[src/sv/modexp_pkg.sv]
package modexp_pkg;

    // Field width of every operand and of the result
    localparam int FIELD_W = 32;

    // Default datapath width
    localparam int ME_WIDTH = 32;

    typedef struct packed {
        logic [FIELD_W-1:0] base;
        logic [FIELD_W-1:0] exponent;
        logic [FIELD_W-1:0] modulus;
    } me_in_t;

    typedef struct packed {
        logic [FIELD_W-1:0] result;
        logic               modulus_zero;
    } me_out_t;

    typedef enum logic [1:0] {
        ST_IDLE,
        ST_REDUCE,
        ST_SQUARE,
        ST_MULT
    } me_state_t;

endpackage

[src/sv/modular_exponentiation.sv]
// Modular exponentiation: outcome.result = base ** exponent mod modulus.
// Input channel: operands is taken at a rising edge with start high and busy
// low. For a nonzero modulus, busy stays high from the cycle after that until
// the result is out. Output channel: done is high for exactly one cycle with
// outcome valid; the receiver takes it at the end of that cycle and cannot
// stall it. Each operand is cut to WIDTH bits before use.
// A zero modulus gives modulus_zero = 1 and result 0 in the next cycle.
// Otherwise the sequencer first reduces the base, then for each of the WIDTH
// exponent bits does a square, plus a multiply when the bit is set.
// One item is in flight at a time; the next item can be taken in the
// cycle in which done is high. The reduction, every square and every
// multiply use the single shift-and-add modular multiplier, which retires
// one multiplier bit per cycle.
// Reset clears the sequencer and the done strobe; no item is lost to reset
// other than the one in flight.
module modular_exponentiation #(
    parameter int WIDTH = modexp_pkg::ME_WIDTH
) (
    input  logic               clk,
    input  logic               rst_n,
    input  logic               start,
    output logic               busy,
    input  modexp_pkg::me_in_t operands,
    output logic               done,
    output modexp_pkg::me_out_t outcome
);
    import modexp_pkg::*;

    localparam int CW = $clog2(WIDTH);
    localparam logic [CW-1:0] LAST_BIT = CW'(WIDTH - 1);

    me_state_t       state_reg, state_next;
    logic            done_reg, done_next;
    me_out_t         out_reg, out_next;
    logic [WIDTH-1:0] m_reg, m_next;
    logic [WIDTH-1:0] base_reg, base_next;
    logic [WIDTH-1:0] exp_reg, exp_next;
    logic [WIDTH-1:0] acc_reg, acc_next;
    logic [WIDTH-1:0] mand_reg, mand_next;
    logic [WIDTH-1:0] mier_reg, mier_next;
    logic [CW-1:0]   bcnt_reg, bcnt_next;
    logic [CW-1:0]   ecnt_reg, ecnt_next;

    logic [WIDTH-1:0] base_in, exp_in, mod_in;
    logic [WIDTH+1:0] sum, diff1, diff2, m_ext, m_dbl;
    logic [WIDTH-1:0] acc_step;
    logic             fin;
    logic [WIDTH-1:0] fin_val;

    assign base_in = WIDTH'(operands.base);
    assign exp_in  = WIDTH'(operands.exponent);
    assign mod_in  = WIDTH'(operands.modulus);

    // One multiplier bit: acc = (2*acc + bit*mand) mod m, sum stays below 3m
    assign m_ext = {2'b00, m_reg};
    assign m_dbl = {1'b0, m_reg, 1'b0};
    assign sum   = {1'b0, acc_reg, 1'b0}
                 + {2'b00, (mier_reg[WIDTH-1] ? mand_reg : '0)};
    assign diff1 = sum - m_ext;
    assign diff2 = sum - m_dbl;

    always_comb
    begin
        if (sum >= m_dbl)
        begin
            acc_step = diff2[WIDTH-1:0];
        end
        else if (sum >= m_ext)
        begin
            acc_step = diff1[WIDTH-1:0];
        end
        else
        begin
            acc_step = sum[WIDTH-1:0];
        end
    end

    // Sequencer: reduce base, then square and conditional multiply per bit
    always_comb
    begin
        state_next = state_reg;
        done_next  = 1'b0;
        out_next   = out_reg;
        m_next     = m_reg;
        base_next  = base_reg;
        exp_next   = exp_reg;
        acc_next   = acc_reg;
        mand_next  = mand_reg;
        mier_next  = mier_reg;
        bcnt_next  = bcnt_reg;
        ecnt_next  = ecnt_reg;
        fin        = 1'b0;
        fin_val    = acc_step;

        unique case (state_reg)
            ST_IDLE:
            begin
                if (start)
                begin
                    if (mod_in == '0)
                    begin
                        out_next.result       = '0;
                        out_next.modulus_zero = 1'b1;
                        done_next             = 1'b1;
                    end
                    else
                    begin
                        // base mod m computed as (1 mod m) * base mod m
                        m_next     = mod_in;
                        exp_next   = exp_in;
                        mand_next  = (mod_in == WIDTH'(1)) ? '0 : WIDTH'(1);
                        mier_next  = base_in;
                        acc_next   = '0;
                        bcnt_next  = LAST_BIT;
                        state_next = ST_REDUCE;
                    end
                end
            end

            ST_REDUCE:
            begin
                acc_next  = acc_step;
                mier_next = {mier_reg[WIDTH-2:0], 1'b0};
                bcnt_next = bcnt_reg - CW'(1);
                if (bcnt_reg == '0)
                begin
                    // mand still holds 1 mod m, the start value of r
                    base_next  = acc_step;
                    mier_next  = mand_reg;
                    acc_next   = '0;
                    bcnt_next  = LAST_BIT;
                    ecnt_next  = LAST_BIT;
                    state_next = ST_SQUARE;
                end
            end

            ST_SQUARE:
            begin
                acc_next  = acc_step;
                mier_next = {mier_reg[WIDTH-2:0], 1'b0};
                bcnt_next = bcnt_reg - CW'(1);
                if (bcnt_reg == '0)
                begin
                    if (exp_reg[WIDTH-1])
                    begin
                        mand_next  = base_reg;
                        mier_next  = acc_step;
                        acc_next   = '0;
                        bcnt_next  = LAST_BIT;
                        state_next = ST_MULT;
                    end
                    else
                    begin
                        fin = 1'b1;
                    end
                end
            end

            ST_MULT:
            begin
                acc_next  = acc_step;
                mier_next = {mier_reg[WIDTH-2:0], 1'b0};
                bcnt_next = bcnt_reg - CW'(1);
                if (bcnt_reg == '0)
                begin
                    fin = 1'b1;
                end
            end

            default:
            begin
                state_next = ST_IDLE;
            end
        endcase

        // End of one exponent bit: deliver or start the next square
        if (fin)
        begin
            if (ecnt_reg == '0)
            begin
                out_next.result       = FIELD_W'(fin_val);
                out_next.modulus_zero = 1'b0;
                done_next             = 1'b1;
                state_next            = ST_IDLE;
            end
            else
            begin
                ecnt_next  = ecnt_reg - CW'(1);
                exp_next   = {exp_reg[WIDTH-2:0], 1'b0};
                mand_next  = fin_val;
                mier_next  = fin_val;
                acc_next   = '0;
                bcnt_next  = LAST_BIT;
                state_next = ST_SQUARE;
            end
        end
    end

    // Control registers
    always_ff @(posedge clk or negedge rst_n)
    begin
        if (!rst_n)
        begin
            state_reg <= ST_IDLE;
            done_reg  <= 1'b0;
        end
        else
        begin
            state_reg <= state_next;
            done_reg  <= done_next;
        end
    end

    // Datapath registers
    always_ff @(posedge clk)
    begin
        out_reg  <= out_next;
        m_reg    <= m_next;
        base_reg <= base_next;
        exp_reg  <= exp_next;
        acc_reg  <= acc_next;
        mand_reg <= mand_next;
        mier_reg <= mier_next;
        bcnt_reg <= bcnt_next;
        ecnt_reg <= ecnt_next;
    end

    // The running power lives in mand/mier between steps and leaves via fin_val
    assign busy    = (state_reg != ST_IDLE);
    assign done    = done_reg;
    assign outcome = out_reg;

endmodule

[config.mk]
export PLATFORM = sky130hd
export DESIGN_NAME = modular_exponentiation
export DESIGN_NICKNAME = d
export VERILOG_FILES = /design/src/sv/modexp_pkg.sv /design/src/sv/modular_exponentiation.sv
export SDC_FILE = /design/constraint.sdc
export NUM_CORES = 1
export LEC_CHECK = 0
export ABC_AREA = 0
export BUFFER_PORTS_ARGS = -buffer_cell sky130_fd_sc_hd__buf_2
export CORE_ASPECT_RATIO = 1.25
export CORE_MARGIN = 8
export CORE_UTILIZATION = 60
export CTS_BUF_LIST = sky130_fd_sc_hd__clkbuf_4 sky130_fd_sc_hd__clkbuf_8 sky130_fd_sc_hd__clkbuf_16
export CTS_CLUSTER_DIAMETER = 30
export DETAILED_ROUTE_END_ITERATION = 10
export GPL_TIMING_DRIVEN = 0
export PLACE_DENSITY = 0.84
export SYNTH_ARGS = -nofsm -noshare
export SYNTH_HDL_FRONTEND = slang
export SYNTH_SLANG_ARGS = --single-unit
[constraint.sdc]
create_clock -name clk -period 7.6 [get_ports clk]
set_input_delay 0.38 -clock clk [delete_from_list [all_inputs] [get_ports clk]]
set_output_delay 0.38 -clock clk [all_outputs]
set_load 0.1 [all_outputs]
* Word level (Yosys, flattened, before mapping)
Cells that the tools add are included.
** Operators by class
- Reduce and logical (&&, ||, !) cells :: 9
- $add $sub $neg :: 5
- Bitwise logic cells :: 1
- Muxes and demuxes :: 66
- Magnitude comparators :: 2
- Eq/ne operators :: 9
** Operators with widths (count)
- $mux W32 :: 28
- $pmux W32 S4 :: 2
- $mux W33 :: 5
- $pmux W32 S2 :: 1
- $sub A32 B32 Y32 :: 2
- $mux W5 :: 11
- $add A33 B32 Y34 :: 1
- $ge A34 B32 Y1 :: 1
- $ge A34 B33 Y1 :: 1
- $eq A32 B1 Y1 const B :: 1
- $logic_not A32 Y1 :: 1
- $pmux W5 S4 :: 1
- $ne A3 B3 Y1 const B :: 5
- $mux W2 :: 7
- $logic_not A5 Y1 :: 2
- $sub A5 B1 Y5 const B :: 2
- $mux W1 :: 9
- $pmux W2 S3 :: 1
- $reduce_and A6 Y1 :: 1
- $eq A2 B2 Y1 const B :: 2
- $reduce_bool A4 Y1 :: 1
- $reduce_and A3 Y1 :: 1
- $eq A2 B1 Y1 const B :: 1
- $logic_not A2 Y1 :: 1
- 4 further kinds :: 4
** Word-level totals
- Bits in registers :: 238
- Logic and storage cells :: 104
- Bits of input ports :: 99
- Output and inout port bits :: 35

* Longest topological paths before layout
- Depth after elaboration :: 10
- Gate-level depth with buffers :: 25
- Depth with buffers taken out :: 22

* Worst setup path before layout
Ideal clock, no wire load.
- Path type :: register -> register
- Start point :: register mier_reg[31]
- End point :: register base_reg[10], data pin
- Library setup time :: 0.258 ns
- Required time :: 7.342 ns
- Setup slack :: 2.301 ns
- Buffers on the path :: 4
- Period minus slack after synthesis :: 5.299 ns
- Arrival :: 5.041 ns
- Cell stages (with the launch flop) :: 26
- Path through :: dfxtp_1 clkbuf_1 and2_1 ha_1 inv_1 fa_1 nor2b_1 o311a_1 o21ai_0 o21ai_0 a21oi_1 xnor2_1 ha_1 clkbuf_1 a21o_1 o21bai_1 a221oi_2 nor2b_1 nor3_1 a211oi_1 or4_1 buf_2 buf_6 mux2_4 mux2i_4 inv_1
** On the way
- Cells in the longest elaborated chain, start to end :: 5
- Elaborated cells between the ends (all ways) :: 8
- Those cells by class :: add/sub: 3; order compare: 2; mux: 3
** RTL lines
- start: declaration :: line modular_exponentiation.sv:40 : logic [WIDTH-1:0] mier_reg, mier_next;
- start signal: assignment :: line modular_exponentiation.sv:223 : mier_reg <= mier_next;
- $mux W32 (*) :: line modular_exponentiation.sv:58 : + {2'b00, (mier_reg[WIDTH-1] ? mand_reg : '0)};
- $add A33 B32 Y34 (*) :: line modular_exponentiation.sv:58
- $sub A32 B32 Y32 / $ge A34 B32 Y1 (equally long branches) :: line modular_exponentiation.sv:59, modular_exponentiation.sv:68
- $mux W32 :: line modular_exponentiation.sv:68 : else if (sum >= m_ext)
- $mux W32 (*) :: line modular_exponentiation.sv:64 : if (sum >= m_dbl)
- via acc_step[10] :: line modular_exponentiation.sv:46 : logic [WIDTH-1:0] acc_step;
- end signal: assignment :: line modular_exponentiation.sv:219 : base_reg <= base_next;
- end: declaration :: line modular_exponentiation.sv:36 : logic [WIDTH-1:0] base_reg, base_next;
Mark *: on every way through the listed nets, which the timed path passes. The rest lies on a longest branch.
A chain may end at the register's enable or synchronous reset.

* Worst setup path after layout
- Start point :: register mier_reg[31]
- End point :: register base_reg[31], data pin
The elaborated chain is that of the path after synthesis.

==> reports/summary.txt <==
outcome: completed
max reg flops: 33
Synth Net Count: 1965
number of buffers created by CTS: 43
Clock Root Buffer: clkbuf_16
Post-Syn Area: 15300 sq um
post-layout util: 0.7156
Post-Synthesis Cells: 1762
Initial Utilization: 0.6088
register bit total from synthesis: 238
Die Area: 30890 sq um
core area: 25130 sq um
NumNets Final: 2146
worst-path fanout max: 10
IO Count: 134
row cnt: 65
GR Util All Layers: 0.3228
MaxCap Viol Count: 0
Area growth syn-to-layout: 17.54%
initial antenna violation count: 0
Post-DP HPWL: 39130 um
top area cells in the synthesized netlist: dfxtp_1 22%, edfxtp_1 13%, ha_1 8.3%
Setup Skew: 0.02137 ns
Die Y: 194.5 um
GPL Wtd Cong: 0.9937
endpoints failing setup: 0
Hold Path Depth: 1
Highest Clock Rate: 137.9 MHz
setup_tns: 0 ns
leakage power: 7.722 nW
layout cells sized above 1: 0.1360
first-pass GRT wire length: 80320 um
Routed WL: 52000 um
Detail Route Antenna Nets: 0
post-CTS setup buffers: 0
worst min path class: in -> reg
H-Tree Depth: 2
Initial DRC Count: 1638
TritonRoute pass-1 iters: 8
post-synth top area share: 0.2238
chip width: 158.8 um
DR vias/cell: 6.566
maximum clock insertion buffer count: 3
critical setup path kind: reg -> reg
top_reg_cell synth: dfxtp_1
clock latency reported for the late side of the worst-skew pair: 0.56 ns
# clock sinks: 238
Worst-path clk slew: 0.05 ns
R2R cell count: 21
crit start category: flip-flop
EDFF count, synth: 64
CP endpoint kind: flip-flop
slew margin rel.: 0.2400
Post-Syn Area per Cell: 8.682 sq um
Ant. Diodes: 0
pin count of the biggest net entering global routing: 35
Reg area: 5420 sq um
Final Hold Viols: 0
commonest non-fill, non-tap cell in the layout: nand2_1
WP data arrival: 7.52 ns
Overflow after GRT: 0
commonest cells after routing, fill and taps aside: 184 x nand2_1, 171 x dfxtp_1, 147 x a21oi_1, 138 x buf_2, 131 x o21ai_0
Avg WL per Cell: 22.48 um
Worst Tran Pin Value: 1.130 ns
CTS tree: done
Layout Cells excl Fill: 2313
Residual DRC: 0
dpl cells: 2232
maximum vdd ir drop: 0.4091 mV
Worst EP required: 7.87 ns
number of port buffers: 133
ys async rst share: 0.01261
Period Utilization, post-route: 0.9545
Multi-input gate area: 9141 sq um
synth unique cells: 83
cell taking the most area after synthesis: dfxtp_1
DR vias: 15187
RSZ-0062 raised after global routing: false
Synth warnings: 0
fillers: 1880
fin crit period: 7.254 ns
via count of the first global-routing pass: 15484
Slew Viols, Final: 0
PwrDens: 443.9 nW/um^2
post-synthesis sequential area ratio: 0.3543
metal layers:
| layer | global-route usage | routed length (um) | share of wire |
|---|---|---|---|
| met1 | 0.3428 | 18490 | 0.36 |
| met2 | 0.5758 | 25510 | 0.49 |
| met3 | 0.05920 | 4457 | 0.086 |
| met4 | 0.2155 | 3546 | 0.068 |
| met5 | 0 | 0 | 0 |
what timing repair did:
item,4_1_cts,5_1_grt
endpoints found under the setup margin,0,5
endpoints found under the hold margin,3,0
resized for setup,0,1
hold buffers,1,0
critical path, cell delays in order (launching register included):
cell,delay (ns)
dfxtp_1,0.49
clkbuf_1,0.39
and2_1,0.21
ha_1,0.23
inv_1,0.08
fa_1,0.41
nor2b_1,0.17
o311a_1,0.24
o211ai_2,0.20
a22oi_1,0.28
xor2_1,0.39
ha_1,0.37
a21o_1,0.18
a21o_1,0.20
a2111oi_0,0.65
o31a_1,0.28
o21a_1,0.16
o22ai_1,0.10
nor2_1,0.58
buf_4,0.43
mux2i_1,0.78
inv_1,0.10
synth_stat cells (18+ instances only):
master / n
nand2_1: 184
dfxtp_1: 171
a21oi_1: 147
o21ai_0: 131
ha_1: 101
inv_1: 100
nor2_1: 78
clkbuf_1: 71
edfxtp_1: 64
mux2i_1: 51
xnor2_1: 45
and2_1: 40
a221oi_1: 34
a21o_1: 32
xor2_1: 32
nand3_1: 29
o21ai_1: 28
nor3_1: 26
o22ai_1: 23
o21a_1: 22
a22o_1: 20
a21boi_0: 19
a222oi_1: 18
through the flow:
step                instance area (sq um)  total power, W  hold WS (ns)  setup WS [ns]
floorplan                           15300        0.004819       0.08441          2.301
global route                        17980        0.008341      0.007459         0.1094
global placement                    16380        0.005698        0.1765         0.3987
finish                              17980        0.007982       0.01758         0.3458
detailed placement                  16430        0.005806        0.1812         0.3534
CTS                                 17970        0.007881      0.009527         0.2885
where the power goes:
| group | total [W] | internal, W | switching (W) |
|---|---|---|---|
| clock | 0.00203 | 0.00128 | 0.000748 |
| sequential | 0.00204 | 0.00177 | 0.000273 |
| combinational | 0.00391 | 0.00126 | 0.00266 |
final timing paths:
path	slack [ns]	to	from
max	0.35	base_reg[31]$_DFFE_PP_	mier_reg[31]$_DFF_P_
min	0.02	m_reg[25]$_DFFE_PP_	operands[25]
max reg2reg	0.35	base_reg[31]$_DFFE_PP_	mier_reg[31]$_DFF_P_
min reg2reg	0.44	outcome[22]$_DFF_P_	outcome[22]$_DFF_P_
max in group asynchronous	7.34	state_reg[1]$_DFFE_PN0P_	rst_n
min in group asynchronous	0.15	done$_DFF_PN0_	rst_n
cell type report:
cell class,instances,area share
clock buffer,50,0.06506
clock inverter,30,0.02053
buffer,91,0.02046
sequential,238,0.3014
inverter,101,0.02108
timing repair buffer,136,0.03980
multi-input combinational,1332,0.5084
tap,335,0.02331
logic make-up after synthesis:
kind of cell,count (synthesis),share of synthesized area
DFF,238,0.3543
and+or+nand+nor,454,0.1404
buffers and inverters,192,0.04866
xor gates and xnor gates,77,0.04408
adders and majority gates,104,0.08653
AOI/OAI and AO/OA,626,0.2720
muxes,71,0.05398
(Power assumes the default switching activity.)
